==> src/rtl/core/fbad_pkg.sv <==
package fbad_pkg;

    localparam int RATIO_BITS     = 24;
    localparam int INV_BITS       = 24;
    localparam int FRAC_BITS      = 16;
    localparam int WHOLE_BITS     = 8;
    localparam int WEIGHT_BITS    = 17;
    localparam int SCALE_SHIFT    = 40;
    localparam int CFG_INDEX_BITS = 2;
    localparam int CFG_DATA_BITS  = 24;

    localparam logic [CFG_INDEX_BITS-1:0] REG_RATIO   = 2'd0;
    localparam logic [CFG_INDEX_BITS-1:0] REG_INVERSE = 2'd1;

    localparam logic [RATIO_BITS-1:0]  RATIO_RESET   = 24'd361267;
    localparam logic [INV_BITS-1:0]    INVERSE_RESET = 24'd1521920;
    localparam logic [RATIO_BITS-1:0]  RATIO_MIN     = 24'd131072;
    localparam logic [WEIGHT_BITS-1:0] WEIGHT_ONE    = 17'h10000;

    typedef enum logic [1:0] {
        S_IDLE,
        S_ACCUM,
        S_SCALE,
        S_EMIT
    } t_state;

    typedef struct packed {
        logic load;
        logic clear;
        logic step;
        logic drain;
    } t_accum_ctrl;

    typedef struct packed {
        logic load;
        logic step;
    } t_scale_ctrl;

endpackage

==> src/rtl/core/fbad_accum.sv <==
module fbad_accum #(
    parameter int SAMPLE_BITS = 32,
    parameter int SUM_BITS    = 56
) (
    input  logic                                 i_clk,
    input  fbad_pkg::t_accum_ctrl                i_ctrl,
    input  logic [SAMPLE_BITS-1:0]               i_sample,
    input  logic [fbad_pkg::WEIGHT_BITS-1:0]     i_weight,
    output logic                                 o_sum_bit,
    output logic                                 o_sum_neg
);

    localparam int WB = fbad_pkg::WEIGHT_BITS;

    logic [SAMPLE_BITS-1:0] r_mcand;
    logic [SAMPLE_BITS-1:0] r_part;
    logic [WB-1:0]          r_weight;
    logic [SUM_BITS-1:0]    r_sum;
    logic                   r_carry;

    logic [SAMPLE_BITS:0]   w_total;
    logic                   w_pbit;
    logic                   w_sbit;

    // The product leaves the multiplier one bit per cycle, LSB first, and is added
    // serially into the rotating window sum.
    always_comb begin
        w_total = {r_part[SAMPLE_BITS-1], r_part}
                + (r_weight[0] ? {r_mcand[SAMPLE_BITS-1], r_mcand} : '0);
        w_pbit  = w_total[0];
        w_sbit  = r_sum[0] ^ w_pbit ^ r_carry;
    end

    always_ff @(posedge i_clk) begin
        if (i_ctrl.load) begin
            r_mcand  <= i_sample;
            r_weight <= i_weight;
            r_part   <= '0;
            r_carry  <= 1'b0;
            if (i_ctrl.clear) begin
                r_sum <= '0;
            end
        end else if (i_ctrl.step) begin
            r_part   <= w_total[SAMPLE_BITS:1];
            r_weight <= {1'b0, r_weight[WB-1:1]};
            r_carry  <= (r_sum[0] & w_pbit) | (r_sum[0] & r_carry) | (w_pbit & r_carry);
            r_sum    <= {w_sbit, r_sum[SUM_BITS-1:1]};
        end else if (i_ctrl.drain) begin
            r_sum <= {r_sum[SUM_BITS-1], r_sum[SUM_BITS-1:1]};
        end
    end

    assign o_sum_bit = r_sum[0];
    assign o_sum_neg = r_sum[SUM_BITS-1];

endmodule

==> src/rtl/core/fbad_scale.sv <==
module fbad_scale #(
    parameter int SAMPLE_BITS = 32,
    parameter int SUM_BITS    = 56
) (
    input  logic                              i_clk,
    input  fbad_pkg::t_scale_ctrl             i_ctrl,
    input  logic                              i_sum_bit,
    input  logic                              i_neg,
    input  logic [fbad_pkg::INV_BITS-1:0]     i_inverse,
    output logic [SAMPLE_BITS-1:0]            o_average
);

    localparam int IB        = fbad_pkg::INV_BITS;
    localparam int SHIFT     = fbad_pkg::SCALE_SHIFT;
    localparam int MUL_STEPS = (SUM_BITS > SHIFT) ? SUM_BITS : SHIFT;
    localparam int PROD_BITS = MUL_STEPS + IB;
    localparam int Q_BITS    = PROD_BITS - SHIFT;
    localparam logic [Q_BITS-1:0] LIMIT   = Q_BITS'(1) << (SAMPLE_BITS - 1);
    localparam logic [Q_BITS-1:0] MAX_POS = LIMIT - Q_BITS'(1);

    logic [IB-1:0]          r_acc;
    logic [MUL_STEPS-1:0]   r_low;
    logic                   r_seen;

    logic                   w_mbit;
    logic [IB:0]            w_total;
    logic [PROD_BITS-1:0]   w_prod;
    logic [Q_BITS-1:0]      w_q;
    logic [SAMPLE_BITS-1:0] w_mag;
    logic [SAMPLE_BITS-1:0] w_out;

    // The sum arrives LSB first; a negative sum is negated on the fly by
    // inverting every bit after the first one.
    always_comb begin
        w_mbit  = i_neg ? (i_sum_bit ^ r_seen) : i_sum_bit;
        w_total = {1'b0, r_acc} + (w_mbit ? {1'b0, i_inverse} : '0);
        w_prod  = {r_acc, r_low};
        w_q     = w_prod[PROD_BITS-1:SHIFT];
        w_mag   = (w_q > LIMIT) ? LIMIT[SAMPLE_BITS-1:0] : w_q[SAMPLE_BITS-1:0];
        if (i_neg) begin
            w_out = '0 - w_mag;
        end else if (w_q > MAX_POS) begin
            w_out = MAX_POS[SAMPLE_BITS-1:0];
        end else begin
            w_out = w_q[SAMPLE_BITS-1:0];
        end
    end

    always_ff @(posedge i_clk) begin
        if (i_ctrl.load) begin
            r_acc  <= '0;
            r_seen <= 1'b0;
        end else if (i_ctrl.step) begin
            r_acc  <= w_total[IB:1];
            r_low  <= {w_total[0], r_low[MUL_STEPS-1:1]};
            r_seen <= r_seen | i_sum_bit;
        end
    end

    assign o_average = w_out;

endmodule

==> src/rtl/core/fractional_box_average_decimator.sv <==
// Fractional-ratio boxcar decimator: one signed sample per input beat, one
// averaged sample per output beat each time a window closes. Window c starts at
// floor(c*ratio) and spans floor(ratio) samples; its first sample is weighted
// 1-f (or 1 when f is 0), its second 1+f, the rest 1, and samples between
// windows are dropped. The closing sum is scaled by inverse_ratio_q24 (register
// 1), truncated toward zero and saturated. ratio_q16 (register 0) below 2.0
// acts as 2.0. A beat with last_sample set is processed and then clears all
// window state. A dropped sample is handled in S_IDLE alone; a sample added to a
// window also passes through S_ACCUM (bit-serial multiply-accumulate into the
// window sum), and a sample that closes a window then passes through S_SCALE
// (bit-serial reciprocal multiply) and S_EMIT. No new sample is accepted until
// the block is back in S_IDLE. The result lands in an output register, and
// the block only waits when that register is still full at the end of the next
// closing sample.
module fractional_box_average_decimator #(
    parameter int SAMPLE_BITS = 32
) (
    input  logic                                   i_clk,
    input  logic                                   i_rst_n,
    input  logic                                   i_cfg_we,
    input  logic [fbad_pkg::CFG_INDEX_BITS-1:0]    i_cfg_index,
    input  logic [fbad_pkg::CFG_DATA_BITS-1:0]     i_cfg_data,
    input  logic                                   i_in_valid,
    output logic                                   o_in_ready,
    input  logic [SAMPLE_BITS-1:0]                 i_sample,
    input  logic                                   i_last_sample,
    output logic                                   o_out_valid,
    input  logic                                   i_out_ready,
    output logic [SAMPLE_BITS-1:0]                 o_average
);

    localparam int SUM_BITS  = SAMPLE_BITS + 24;
    localparam int MUL_STEPS = (SUM_BITS > fbad_pkg::SCALE_SHIFT) ? SUM_BITS
                                                                  : fbad_pkg::SCALE_SHIFT;
    localparam int CNT_BITS  = $clog2(MUL_STEPS);
    localparam int FB        = fbad_pkg::FRAC_BITS;
    localparam int HB        = fbad_pkg::WHOLE_BITS;

    fbad_pkg::t_state r_state, n_state;
    logic [CNT_BITS-1:0] r_count, n_count;
    logic [fbad_pkg::RATIO_BITS-1:0] r_ratio;
    logic [fbad_pkg::INV_BITS-1:0]   r_inverse;
    logic [FB-1:0] r_phase, n_phase;
    logic          r_skip, n_skip;
    logic [HB-1:0] r_pos, n_pos;
    logic          r_in_window, n_in_window;
    logic          r_close, n_close;
    logic          r_out_valid, n_out_valid;
    logic [SAMPLE_BITS-1:0] r_average;

    logic [fbad_pkg::RATIO_BITS-1:0]  w_ratio;
    logic [HB-1:0]                    w_whole;
    logic [FB:0]                      w_next_phase;
    logic [HB-1:0]                    w_pos_eff;
    logic [fbad_pkg::WEIGHT_BITS-1:0] w_weight;
    logic                             w_closes;
    logic                             w_skip_item;
    logic                             w_load_out;
    logic                             w_sum_bit;
    logic                             w_sum_neg;
    logic [SAMPLE_BITS-1:0]           w_average;
    fbad_pkg::t_accum_ctrl            w_accum_ctrl;
    fbad_pkg::t_scale_ctrl            w_scale_ctrl;

    always_comb begin
        w_ratio      = (r_ratio < fbad_pkg::RATIO_MIN) ? fbad_pkg::RATIO_MIN : r_ratio;
        w_whole      = w_ratio[fbad_pkg::RATIO_BITS-1:FB];
        w_next_phase = {1'b0, r_phase} + {1'b0, w_ratio[FB-1:0]};
        w_pos_eff    = r_in_window ? r_pos : '0;
        w_skip_item  = !r_in_window && r_skip;
        w_closes     = ({1'b0, w_pos_eff} + (HB+1)'(1)) >= {1'b0, w_whole};
        if (w_pos_eff == HB'(0)) begin
            w_weight = (r_phase == '0) ? fbad_pkg::WEIGHT_ONE
                                       : fbad_pkg::WEIGHT_ONE - {1'b0, r_phase};
        end else if (w_pos_eff == HB'(1)) begin
            w_weight = fbad_pkg::WEIGHT_ONE + {1'b0, r_phase};
        end else begin
            w_weight = fbad_pkg::WEIGHT_ONE;
        end
    end

    always_comb begin
        n_state      = r_state;
        n_count      = r_count;
        n_phase      = r_phase;
        n_skip       = r_skip;
        n_pos        = r_pos;
        n_in_window  = r_in_window;
        n_close      = r_close;
        n_out_valid  = r_out_valid && !i_out_ready;
        w_accum_ctrl = '0;
        w_scale_ctrl = '0;
        w_load_out   = 1'b0;
        o_in_ready   = 1'b0;
        unique case (r_state)
            fbad_pkg::S_IDLE: begin
                o_in_ready = 1'b1;
                if (i_in_valid) begin
                    if (w_skip_item) begin
                        n_skip = 1'b0;
                    end else begin
                        w_accum_ctrl.load  = 1'b1;
                        w_accum_ctrl.clear = !r_in_window;
                        n_close            = w_closes;
                        n_count            = '0;
                        n_state            = fbad_pkg::S_ACCUM;
                        if (w_closes) begin
                            n_skip      = w_next_phase[FB];
                            n_phase     = w_next_phase[FB-1:0];
                            n_in_window = 1'b0;
                            n_pos       = '0;
                        end else begin
                            n_in_window = 1'b1;
                            n_pos       = w_pos_eff + HB'(1);
                        end
                    end
                    if (i_last_sample) begin
                        n_phase     = '0;
                        n_skip      = 1'b0;
                        n_pos       = '0;
                        n_in_window = 1'b0;
                    end
                end
            end
            fbad_pkg::S_ACCUM: begin
                w_accum_ctrl.step = 1'b1;
                n_count           = r_count + CNT_BITS'(1);
                if (r_count == CNT_BITS'(SUM_BITS - 1)) begin
                    n_count = '0;
                    if (r_close) begin
                        w_scale_ctrl.load = 1'b1;
                        n_state           = fbad_pkg::S_SCALE;
                    end else begin
                        n_state = fbad_pkg::S_IDLE;
                    end
                end
            end
            fbad_pkg::S_SCALE: begin
                w_accum_ctrl.drain = 1'b1;
                w_scale_ctrl.step  = 1'b1;
                n_count            = r_count + CNT_BITS'(1);
                if (r_count == CNT_BITS'(MUL_STEPS - 1)) begin
                    n_count = '0;
                    n_state = fbad_pkg::S_EMIT;
                end
            end
            fbad_pkg::S_EMIT: begin
                if (!r_out_valid || i_out_ready) begin
                    w_load_out  = 1'b1;
                    n_out_valid = 1'b1;
                    n_state     = fbad_pkg::S_IDLE;
                end
            end
        endcase
    end

    always_ff @(posedge i_clk) begin
        if (!i_rst_n) begin
            r_state     <= fbad_pkg::S_IDLE;
            r_count     <= '0;
            r_ratio     <= fbad_pkg::RATIO_RESET;
            r_inverse   <= fbad_pkg::INVERSE_RESET;
            r_phase     <= '0;
            r_skip      <= 1'b0;
            r_pos       <= '0;
            r_in_window <= 1'b0;
            r_close     <= 1'b0;
            r_out_valid <= 1'b0;
        end else begin
            r_state     <= n_state;
            r_count     <= n_count;
            r_phase     <= n_phase;
            r_skip      <= n_skip;
            r_pos       <= n_pos;
            r_in_window <= n_in_window;
            r_close     <= n_close;
            r_out_valid <= n_out_valid;
            if (i_cfg_we && i_cfg_index == fbad_pkg::REG_RATIO) begin
                r_ratio <= i_cfg_data;
            end
            if (i_cfg_we && i_cfg_index == fbad_pkg::REG_INVERSE) begin
                r_inverse <= i_cfg_data;
            end
        end
    end

    always_ff @(posedge i_clk) begin
        if (w_load_out) begin
            r_average <= w_average;
        end
    end

    fbad_accum #(
        .SAMPLE_BITS (SAMPLE_BITS),
        .SUM_BITS    (SUM_BITS)
    ) u_accum (
        .i_clk     (i_clk),
        .i_ctrl    (w_accum_ctrl),
        .i_sample  (i_sample),
        .i_weight  (w_weight),
        .o_sum_bit (w_sum_bit),
        .o_sum_neg (w_sum_neg)
    );

    fbad_scale #(
        .SAMPLE_BITS (SAMPLE_BITS),
        .SUM_BITS    (SUM_BITS)
    ) u_scale (
        .i_clk     (i_clk),
        .i_ctrl    (w_scale_ctrl),
        .i_sum_bit (w_sum_bit),
        .i_neg     (w_sum_neg),
        .i_inverse (r_inverse),
        .o_average (w_average)
    );

    assign o_out_valid = r_out_valid;
    assign o_average   = r_average;

    a_scale_only_closing: assert property (@(posedge i_clk) disable iff (!i_rst_n)
        (r_state == fbad_pkg::S_SCALE) |-> r_close)
        else $error("reciprocal multiply started for a beat that does not close a window");

    a_active_beat_accum: assert property (@(posedge i_clk) disable iff (!i_rst_n)
        (i_in_valid && o_in_ready && !w_skip_item) |=> (r_state == fbad_pkg::S_ACCUM))
        else $error("accepted window beat did not start accumulation");

    a_pos_idle_zero: assert property (@(posedge i_clk) disable iff (!i_rst_n)
        !r_in_window |-> (r_pos == '0))
        else $error("window position nonzero outside a window");

    a_emit_delivers: assert property (@(posedge i_clk) disable iff (!i_rst_n)
        (r_state == fbad_pkg::S_EMIT && (!r_out_valid || i_out_ready)) |=> o_out_valid)
        else $error("closed window result not presented");

endmodule
==> config.mk <==
export PLATFORM = sky130hd
export DESIGN_NAME = fractional_box_average_decimator
export DESIGN_NICKNAME = d
export VERILOG_FILES = /design/src/rtl/core/fbad_pkg.sv /design/src/rtl/core/fbad_accum.sv /design/src/rtl/core/fbad_scale.sv /design/src/rtl/core/fractional_box_average_decimator.sv
export SDC_FILE = /design/constraint.sdc
export NUM_CORES = 1
export LEC_CHECK = 0
export BUFFER_PORTS_ARGS = -buffer_cell sky130_fd_sc_hd__buf_2
export CAP_MARGIN = 20
export CORE_ASPECT_RATIO = 1.4
export CORE_MARGIN = 2
export CORE_UTILIZATION = 60
export DETAILED_ROUTE_END_ITERATION = 8
export PLACE_DENSITY_LB_ADDON = 0.15
export SYNTH_ARGS = -nofsm -noshare
export SYNTH_HDL_FRONTEND = slang
export SYNTH_SLANG_ARGS = --single-unit
==> constraint.sdc <==
create_clock -name i_clk -period 5.65 [get_ports i_clk]
set_clock_uncertainty 0.1 [all_clocks]
set_input_delay 0.565 -clock i_clk [delete_from_list [all_inputs] [get_ports i_clk]]
set_output_delay 0.565 -clock i_clk [all_outputs]
set_load 0.02 [all_outputs]
==> results of run 1 <==
==> cell families (layout without fill, tap and decap cells) <==
logic type,Yosys count,after routing,synth area share (%)
buf+inv,121,218,2.90
fa+ha+maj,95,95,7.43
compound gates,446,446,17.4
flops,295,295,45.3
xor+xnor,52,52,2.78
mux,29,29,1.77
other cells,0,1,0
simple gates,726,726,22.4
==> sequential cells by signal, indices dropped and copies added (netlist names), named ones only <==
register and count:
u_scale.r_acc 24, u_accum.r_mcand 32, u_accum.r_sum 56, r_state 1, r_ratio 24, r_pos 8, r_count 6, r_in_window 1
u_scale.r_low 16, r_skip 1, o_average 32, u_scale.r_seen 1, r_inverse 24, u_accum.r_carry 1, r_phase 16, r_close 1
u_accum.r_weight 17, u_accum.r_part 32, o_out_valid 1
==> final timing paths <==
check | endpoint | slack, ns
max | u_scale.r_acc[23] | 1.46
min | u_accum.r_mcand[1] | 0.11
max reg2reg | u_scale.r_acc[23] | 1.46
min reg2reg | r_inverse[10] | 0.36
==> layer usage <==
metal / vias to the layer above / global-route usage (%)
met1: 6147 / 31.1
met2: 299 / 44.3
met4: 0 / 11.8
met5: - / 0
met3: 93 / 3.69
li1: 6491 / -
==> power breakdown <==
part           switching [mW]  total (mW)  leakage (nW)  internal [mW]
registers               0.228        2.96          2.64           2.73
logic                    1.39        2.32          4.16          0.930
clock network           0.895        2.36         0.580           1.47
total                    2.51        7.64          7.38           5.13
==> per-stage QoR <==
| stage | area, sq um | worst slack (ns) |
|---|---|---|
| after global routing | 18400 | 1.11 |
| after CTS | 18400 | 1.51 |
| after detailed placement | 17200 | 1.52 |
| after global placement | 17200 | 1.63 |
| after floorplan | 16400 | 1.09 |
| final | 18400 | 1.46 |
==> area by class of cell <==
type / instances / share of cell area [%]
flip-flops and latches: 295 / 40.4
repair buffers: 113 / 3.33
well taps: 365 / 2.48
clock buffers: 42 / 5.13
inverters: 43 / 0.876
multi-input cells: 1348 / 46.4
clock inverters: 20 / 1.43
diodes: 1 / 0.0136
==> worst max-delay path, cell delays in order (launching register included) <==
cell	delay, ns
edfxtp_1	0.41
inv_1	0.12
ha_1	0.24
mux2i_2	0.17
buf_4	0.28
nor2b_1	0.09
ha_1	0.21
inv_1	0.07
fa_1	0.19
nor2b_1	0.07
o21a_1	0.17
o21ai_0	0.33
o2bb2ai_1	0.24
o21ai_0	0.23
a31o_2	0.32
a21boi_0	0.42
o21ai_0	0.15
a31o_2	0.26
==> layout by cell type (no fill, tap or decap), drive strengths merged, types with 65 or more instances in the layout <==
master  netlist  routed
nand2       219     219
edfxtp      153     153
dfxtp       142     142
and2        116     116
nor2        115     115
a21oi       115     115
buf          10     113
o21ai       110     110
ha           91      91
nor2b        65      65
==> summary.txt, run 1 <==
Global route
  • Tot GR Track Use: 25.5%
  • Vias in the first global route: 12,500
  • Remaining global-route overflow: 0
  • Largest net degree at the start of global routing: 62
  • First-pass GRT wire length: 59,500 um
  • Initial antenna violation count: 1

CTS
  • # resized after CTS: 0
  • Worst skew pair latency: 0.52 ns
  • H-tree depth: 2
  • Worst-path clk slew: 0.06 ns
  • Root Buffer: clkbuf_16
  • CTS buffer count: 34
  • Post CTS Setup Buffer Count: 0
  • CTS sink count: 295
  • Hold-fix buffers, CTS: 0
  • Clock buffer depth: 3
  • CTS tree: yes

Floorplan
  • Initial Utilization: 61.0%
  • # IOs: 98
  • Placement Rows: 71
  • Die W: 144 um
  • Die ar.: 0.0287 sq mm
  • Core area: 0.0269 sq mm
  • DIE HEIGHT: 200 um

Power
  • IR drop worst, VDD: 0.000297 V
  • Final Power: 7.64 mW
  • Leakage: 7.38 nW
  • PwrDens: 415 mW/mm^2

Logic synthesis
  • Yosys warns: 0
  • Cells after synthesis: 1,764
  • Syn avg cell area: 9.30 sq um
  • Synth cell count leaders: nand2_1, edfxtp_1, dfxtp_1, and2_1
  • Share of the synthesized area in the top cell type: 28.0%
  • EDFF count, synth: 153
  • Flops & latches, synth: 295
  • Top cells by area, synth: edfxtp_1, dfxtp_1, ha_1
  • Cell accounting for the most synthesized area: edfxtp_1
  • Count leader, synth: nand2_1
  • Count of cell types in the netlist: 76
  • Post-synth design cell area: 0.0164 sq mm
  • Async SR Flop Fraction: 0%
  • Post-Syn Nets: 1,923
  • Predominant post-synthesis flop cell: edfxtp_1
  • Register area share after synthesis: 45.3%

Status
  • Status: finished, final reports clean

Timing
  • Unrepaired setup endpoints after global routing: no
  • Slew HR: 29.1%
  • Max-slew violations: 0
  • Final setup fails: 0
  • Fmax: 0.239 GHz
  • Actual slew at the worst max-slew pin: 1.06 ns
  • Post-Route Setup TNS: 0 ns
  • WHS: 0.115 ns
  • Final Cycle Share: 74.1%
  • Min Tclk post-route: 4.19 ns
  • Fin. Hold Viols: 0

Critical path
  • Setup crit start kind: flip-flop
  • Worst Setup SP: u_accum.r_sum[0]
  • Kind of end point of the critical path: flip-flop
  • R2r worst-path depth: 17
  • Worst reg2reg path startpoint: u_accum.r_sum[0]
  • CP arrival: 4.50 ns
  • Worst path required time: 5.96 ns
  • CP max FO: 24
  • CP Class: flip-flop to flip-flop

Routing
  • Iteration-0 DRC Markers: 764
  • Met1 WL: 15,500 um
  • Via density: 5.85
  • Post-route ant nets: 0
  • Wire per inst: 16.4 um
  • DRC: 0
  • Routed vias: 13,000
  • Pre-antenna DRT Iters: 5
  • Met2 routed WL: 18,000 um
  • Max layer used: met4
  • Final WL: 36,500 um
  • Met3 wire length: 1460 um

Finish
  • Filler Cell Count: 2,178
  • Area occupied by multi-input gates: 0.00854 sq mm
  • Non-filler cells, final: 2,227
  • Nets: 1,994
  • Sequential standard cell area: 0.00744 sq mm
  • Final Util: 68.4%
  • Synth-to-Final Area Change: 12.3%
  • Share of layout cells above drive strength 1: 10.5%

Worst hold path
  • Worst hold start: i_sample[1]
  • Hold path depth: 1
  • HP Class: primary input to flip-flop

Place
  • GP Congestion: 0.900
  • PortBufs: 97
  • HPWL after DPL: 25,300 um
  • Inst Count DP: 2,163

Flow run
  • Maxcap violations: 0
No activity file was read; power rests on OpenSTA's default activity.
==> inputs of run 2 (changes only) <==
--- a/config.mk
+++ b/config.mk
@@ -9,7 +9,7 @@
 export CAP_MARGIN = 20
 export CORE_ASPECT_RATIO = 1.4
 export CORE_MARGIN = 2
-export CORE_UTILIZATION = 60
+export CORE_UTILIZATION = 56
 export DETAILED_ROUTE_END_ITERATION = 8
 export PLACE_DENSITY_LB_ADDON = 0.15
 export SYNTH_ARGS = -nofsm -noshare
==> constraint.sdc (replaced) <==
create_clock -name i_clk -period 3.8 [get_ports i_clk]
set_clock_uncertainty 0.1 [all_clocks]
set_input_delay 0.38 -clock i_clk [delete_from_list [all_inputs] [get_ports i_clk]]
set_output_delay 0.38 -clock i_clk [all_outputs]
set_load 0.02 [all_outputs]
==> run 2 against run 1 <==
- die area rose by 7.0%
- clock-buffer cell count did not move
- largest power group unchanged
- highest routed layer unchanged
- combinational power rose by 60%
==> summary.txt, run 2 (synthesis results as in run 1) <==
Status
  • Status: finished, final reports clean

Floorplan
  • Die W: 149 um (+3.4%)
  • Initial Utilization: 56.6% (-4.3 points)
  • Die ar.: 0.0307 sq mm (+7.0%)
  • DIE HEIGHT: 207 um (+3.4%)
  • Core area: 0.0290 sq mm (+7.7%)
  • Placement Rows: 74 (+4.2%)
  • # IOs: 98 (unchanged)

Power
  • IR drop worst, VDD: 0.000475 V (+60%)
  • Leakage: 7.70 nW (+4.3%)
  • Final Power: 11.3 mW (+48%)
  • PwrDens: 591 mW/mm^2 (+42%)

Global route
  • Tot GR Track Use: 24.8% (-0.70 points)
  • Initial antenna violation count: 1 (unchanged)
  • Remaining global-route overflow: 0 (unchanged)
  • Largest net degree at the start of global routing: 59 (-4.8%)
  • First-pass GRT wire length: 62,900 um (+5.6%)
  • Vias in the first global route: 13,000 (+3.9%)

Finish
  • Max reg flops: 56 (unchanged)
  • Nets: 2,072 (+3.9%)
  • Fin area: 0.0191 sq mm (+3.8%)
  • Most frequent cells in the layout: nand2_1, edfxtp_1, dfxtp_1, and2_1
  • Filler Cell Count: 2,358 (+8.3%)
  • Synth-to-Final Area Change: 16.5%
  • Most common cell after layout, fill and taps aside: nand2_1
  • Share of layout cells above drive strength 1: 11.6% (+1.1 points)
  • Reg with most FFs: u_accum.r_sum

Critical path
  • Worst reg-to-reg setup slack: 0.27 ns (-1.19 ns)
  • CP max FO: 21 (-13%)
  • Setup crit start kind: flip-flop
  • Crit path max-delay family: compound AO/OA/AOI/OAI gates
  • CP Class: flip-flop to flip-flop
  • Bufs and invs on worst path: 2 (-1)
  • Worst path required time: 4.15 ns (-1.81 ns)
  • Worst setup path endpoint: u_scale.r_acc[20]
  • CP max stage delay: 0.39 ns (-0.03 ns)
  • Worst reg2reg path startpoint: u_accum.r_sum[0]
  • CP Cell Sequence: inv_1 -> ha_1 -> mux2i_4 -> buf_6 -> nor2b_1 -> ha_1 -> o21a_1 -> o21ai_0 -> a22o_1 -> a31o_2 -> o31ai_2 -> nand2_1 -> a21boi_0 -> mux2i_1 -> nand2_1
  • R2r worst-path depth: 15 (-2)
  • Worst-path cell with the longest stage delay: edfxtp_1
  • Stages on the worst setup path: 15 (-2)
  • CP arrival: 3.88 ns (-0.62 ns)
  • FF-to-FF End: u_scale.r_acc[20]
  • Worst Setup SP: u_accum.r_sum[0]
  • Kind of end point of the critical path: flip-flop

Timing
  • Post-Route Setup TNS: 0 ns (unchanged)
  • Actual slew at the worst max-slew pin: 0.837 ns (-0.224 ns)
  • Max-slew violations: 0 (unchanged)
  • Slew HR: 44.0% (+15 points)
  • Final worst slack: 0.273 ns (-1.19 ns)
  • Unrepaired setup endpoints after global routing: no
  • Min Tclk post-route: 3.53 ns (-0.659 ns)
  • Final Cycle Share: 92.8% (+19 points)
  • Final setup fails: 0 (unchanged)
  • Fmax: 0.284 GHz (+19%)
  • Fin. Hold Viols: 0 (unchanged)

Routing
  • Final WL: 38,200 um (+4.8%)
  • Post-route ant nets: 0 (unchanged)
  • Pre-antenna DRT Iters: 7 (+2)
  • Via density: 5.80 (-0.81%)
  • Routed vias: 13,500 (+3.3%)
  • DRC: 0 (unchanged)
  • Wire per inst: 16.5 um (+0.61%)
  • Iteration-0 DRC Markers: 664 (-13%)

Place
  • Setup WS pre-CTS: 0.0313 ns (-1.49 ns)
  • PortBufs: 97 (unchanged)
  • GP Congestion: 0.904 (+0.44%)
  • Placed Area: 0.0174 sq mm (+1.4%)
  • HPWL after DPL: 25,700 um (+1.8%)

CTS
  • Worst skew pair latency: 0.57 ns (+0.05 ns)
  • H-tree depth: 1 (-1)
  • CTS sink count: 295 (unchanged)
  • Clock buffer depth: 3 (unchanged)
  • CTS tree: yes
  • Root Buffer: clkbuf_16
  • Worst-path clk slew: 0.06 ns (about the same)
  • CTS buffer count: 30 (-12%)
  • Post CTS Setup Buffer Count: 0 (unchanged)

Flow run
  • Maxcap violations: 0 (unchanged)

Worst hold path
  • HP Class: primary input to flip-flop
[run 2: metal layers]
metal | up-vias | GRT usage (%) | share of wire (%)
met5 | - | 0 | 0
met3 | 97 | 3.16 | 4.3
met1 | 6386 | 29.7 | 41
met4 | 0 | 10.3 | 3.7
met2 | 327 | 45.0 | 51
li1 | 6648 | - | -
[run 2: worst min-delay path: cells and delay by family]
kind	cells	cell delay, ns
buffers and inverters	1	0.12
AO/OA/AOI/OAI	1	0.07
AND/OR/NAND/NOR	1	0.07
[run 2: worst min-delay path by stage]
stage	cells after the start	to	slack, ns	from
finish	3	r_inverse[10]	0.03	i_cfg_data[10]
global route	3	r_inverse[10]	0.03	i_cfg_data[10]
CTS	3	r_inverse[10]	0.007	i_cfg_data[10]
detailed placement	2	r_inverse[17]	0.35	r_inverse[17]
global placement	2	r_ratio[15]	0.34	r_ratio[15]
floorplan	2	r_ratio[0]	0.33	r_ratio[0]
[run 2: report_power, final]
| part | switching [mW] | internal, mW |
|---|---|---|
| logic | 2.19 | 1.52 |
| clock network | 1.27 | 1.98 |
| registers | 0.273 | 4.06 |
[run 2: area by class of cell]
class	count	area, sq um	area share, %
Timing Repair Buffer	195	1370	7.18
Multi-Input combinational cell	1348	8580	44.9
Clock buffer	42	860	4.50
Inverter	43	161	0.844
Tap cell	380	475	2.49
Sequential cell	295	7440	38.9
Antenna cell	2	5.00	0.0262
Clock inverter	14	229	1.20
[run 2: timing repair]
item / 4_1_cts / 5_1_grt
endpoints found under the setup margin: 0 / 12
hold buffers: 55 / 0
hold endpoints to repair: 70 / 0
gates resized for setup: 0 / 13
[run 2: through the flow]
stage	util, %	hold WS (ns)	std cells
final	66.0	0.0344	2319
after global routing	66.0	0.0275	2317
after CTS	65.8	0.00728	2316
after detailed placement	60.1	0.352	2205
after global placement	60.1	0.344	2205
after floorplan	-	0.332	1764
==> inputs of run 3 (changes only) <==
--- a/config.mk
+++ b/config.mk
@@ -7,7 +7,7 @@
 export LEC_CHECK = 0
 export BUFFER_PORTS_ARGS = -buffer_cell sky130_fd_sc_hd__buf_2
 export CAP_MARGIN = 20
-export CORE_ASPECT_RATIO = 1.4
+export CORE_ASPECT_RATIO = 0.8
 export CORE_MARGIN = 2
 export CORE_UTILIZATION = 56
 export DETAILED_ROUTE_END_ITERATION = 8
==> run 3 against run 2 <==
- cell count rose by 0.22%
- wire length shrank 0.44%
- sequential power is essentially flat
- die area about the same
- total power shrank 0.61%
- worst setup slack worse by 0.017 ns
- fmax shrank 0.49%
==> summary.txt, run 3 (synthesis results as in run 1) <==
Finish
  • Final Util: 65.8% (-0.16 points)
  • N_diodes: 0 (-2)
  • Reg with most FFs: u_accum.r_sum
  • Most common cell after layout, fill and taps aside: nand2_1
  • Non-filler cells, final: 2,324 (+0.22%)
  • Synth-to-Final Area Change: 16.6% (about the same)
  • Share of layout cells above drive strength 1: 11.9% (+0.30 points)
  • Max reg flops: 56 (unchanged)
  • Nets: 2,082 (+0.48%)
  • Most frequent cells in the layout: nand2_1, edfxtp_1, dfxtp_1, and2_1

Critical path
  • Worst-path cell with the longest stage delay: edfxtp_1
  • CP arrival: 3.90 ns (+0.02 ns)
  • CP max stage delay: 0.41 ns (+0.02 ns)
  • Worst path required time: 4.16 ns (about the same)
  • CP Cell Sequence: inv_1 -> ha_1 -> mux2i_2 -> buf_6 -> nor2b_1 -> ha_1 -> o21a_1 -> o21ai_0 -> a22o_1 -> a31o_2 -> o31ai_2 -> nand2_1 -> a21boi_0 -> mux2i_1 -> nand2_1
  • Kind of end point of the critical path: flip-flop
  • CP max FO: 21 (unchanged)
  • CP Class: flip-flop to flip-flop
  • Setup crit start kind: flip-flop

Routing
  • Final WL: 38,100 um (-0.44%)
  • DRC: 0 (unchanged)
  • Iteration-0 DRC Markers: 844 (+27%)
  • Post-route ant nets: 0 (unchanged)
  • Pre-antenna DRT Iters: 5 (-2)
  • Wire per inst: 16.4 um (-0.66%)
  • Via density: 5.73 (-1.2%)
  • Routed vias: 13,300 (-0.97%)

Timing
  • WHS: 0.0831 ns (+0.0487 ns)
  • Min Tclk post-route: 3.54 ns (+0.0172 ns)
  • Final setup fails: 0 (unchanged)
  • Fin. Hold Viols: 0 (unchanged)
  • Slew HR: 37.8% (-6.2 points)
  • Fmax: 0.282 GHz (-0.49%)
  • Final Cycle Share: 93.3% (+0.45 points)
  • Max-slew violations: 0 (unchanged)
  • Unrepaired setup endpoints after global routing: no
  • Final worst slack: 0.256 ns (-0.0172 ns)
  • Actual slew at the worst max-slew pin: 0.930 ns (+0.0933 ns)

Power
  • PwrDens: 587 mW/mm^2 (-0.70%)
  • Leakage: 7.73 nW (+0.36%)
  • Combinational fraction of design power: 33.6% (+0.8 points)
  • Sequential power share: 38.5% (about the same)
  • Switching Share: 33.3% (+0.28 points)
  • Int Power: 7.48 mW (-1.0%)
  • Clk pwr share: 27.9% (-0.9 points)
  • Sw Pwr: 3.74 mW (+0.24%)
  • IR drop worst, VDD: 0.000374 V (-21%)
  • Final Power: 11.2 mW (-0.61%)

Global route
  • Tot GR Track Use: 24.7% (-0.12 points)
  • Initial antenna violation count: 0 (-1)
  • Vias in the first global route: 12,600 (-3.1%)
  • Remaining global-route overflow: 0 (unchanged)
  • First-pass GRT wire length: 62,400 um (-0.71%)
  • Largest net degree at the start of global routing: 55 (-6.8%)

CTS
  • Worst skew pair latency: 0.57 ns (about the same)
  • CTS sink count: 295 (unchanged)
  • Clock buffer depth: 3 (unchanged)
  • H-tree depth: 1 (unchanged)
  • CTS buffer count: 31 (+3.3%)
  • Worst-path clk slew: 0.06 ns (about the same)
  • CTS tree: yes
  • Root Buffer: clkbuf_16

Status
  • Status: finished, final reports clean

Place
  • Setup WS pre-CTS: -0.00466 ns (-0.0359 ns)
  • Inst Count DP: 2,212 (+0.32%)
  • GP Congestion: 0.883 (-2.3%)
  • HPWL after DPL: 26,300 um (+2.2%)
  • PortBufs: 97 (unchanged)

Flow run
  • Maxcap violations: 0 (unchanged)

Floorplan
  • Die ar.: 0.0307 sq mm (about the same)
  • # IOs: 98 (unchanged)
  • Die W: 195 um (+31%)
  • DIE HEIGHT: 157 um (-24%)
  • Initial Utilization: 56.4% (-0.19 points)
  • Placement Rows: 56 (-24%)
  • Core area: 0.0291 sq mm (+0.34%)

Worst hold path
  • HP Class: primary input to flip-flop
## run 3: cell count changes in the layout (fill, tap and decap cells not counted), moves of 2 or more
| cell | before | now |
|---|---|---|
| buf_4 | 40 | 50 |
| clkbuf_2 | 3 | 0 |
| clkbuf_8 | 4 | 6 |
| diode_2 | 2 | 0 |
| bufinv_16 | 6 | 4 |
| clkinv_2 | 5 | 7 |
## run 3: critical path: cells and delay by family, from the launching register on
| kind | cells | cell delay, ns |
|---|---|---|
| AOI/OAI and AO/OA | 6 | 1.22 |
| adders and majority gates | 2 | 0.61 |
| buffers and inverters | 2 | 0.37 |
| DFF | 1 | 0.41 |
| muxes | 2 | 0.51 |
| and+or+nand+nor | 3 | 0.21 |
## run 3: layout make-up
| cell class | instances | area [sq um] |
|---|---|---|
| well taps | 377 | 472 |
| fillers | 2350 | 9940 |
| repair buffers | 204 | 1440 |
| flip-flops and latches | 295 | 7440 |
| clock inverters | 14 | 175 |
| multi-input cells | 1348 | 8570 |
| inverters | 43 | 161 |
| clock buffers | 43 | 881 |
## run 3: metrics by stage
step	instance area (sq um)	setup TNS, ns
CTS	19100	0
detailed placement	17500	-0.00466
global placement	17500	0
floorplan	16400	0
global route	19100	0
finish	19100	0
## run 3: final timing paths
| path | slack, ns | endpoint | start | depth (start not counted) |
|---|---|---|---|---|
| worst max register to register | 0.26 | u_scale.r_acc[20] | u_accum.r_sum[0] | 15 |
| worst min-delay path | 0.08 | r_inverse[6] | i_cfg_data[6] | 3 |
| worst min register to register | 0.36 | r_inverse[3] | r_inverse[3] | 2 |
| worst max-delay path | 0.26 | u_scale.r_acc[20] | u_accum.r_sum[0] | 15 |
## run 3: power groups by stage
stage          registers (mW)  logic [mW]  clock network [mW]
2_1_floorplan            4.32        2.72                   0
3_3_place_gp             4.36        3.56                   0
3_5_place_dp             4.37        3.65                   0
4_1_cts                  4.31        3.72                3.21
5_1_grt                  4.37        4.22                3.32
6_report                 4.32        3.77                3.14
## run 3: timing repair
| action | CTS | global route |
|---|---|---|
| buffers inserted | 0 | 0 |
| pin swaps | 0 | 1 |
| hold endpoints to repair | 69 | 0 |
| endpoints found under the setup margin | 3 | 14 |
| gates resized for setup | 1 | 10 |
| hold buffers | 55 | 0 |
## run 3: layer usage
layer  GRT usage (%)  vias up  routed length, um
li1                -     6660                  -
met1            35.7     6259              18500
met2            39.2      356              16700
met3            3.49       53               2060
met4            6.03        0                827
met5               0        -                  0
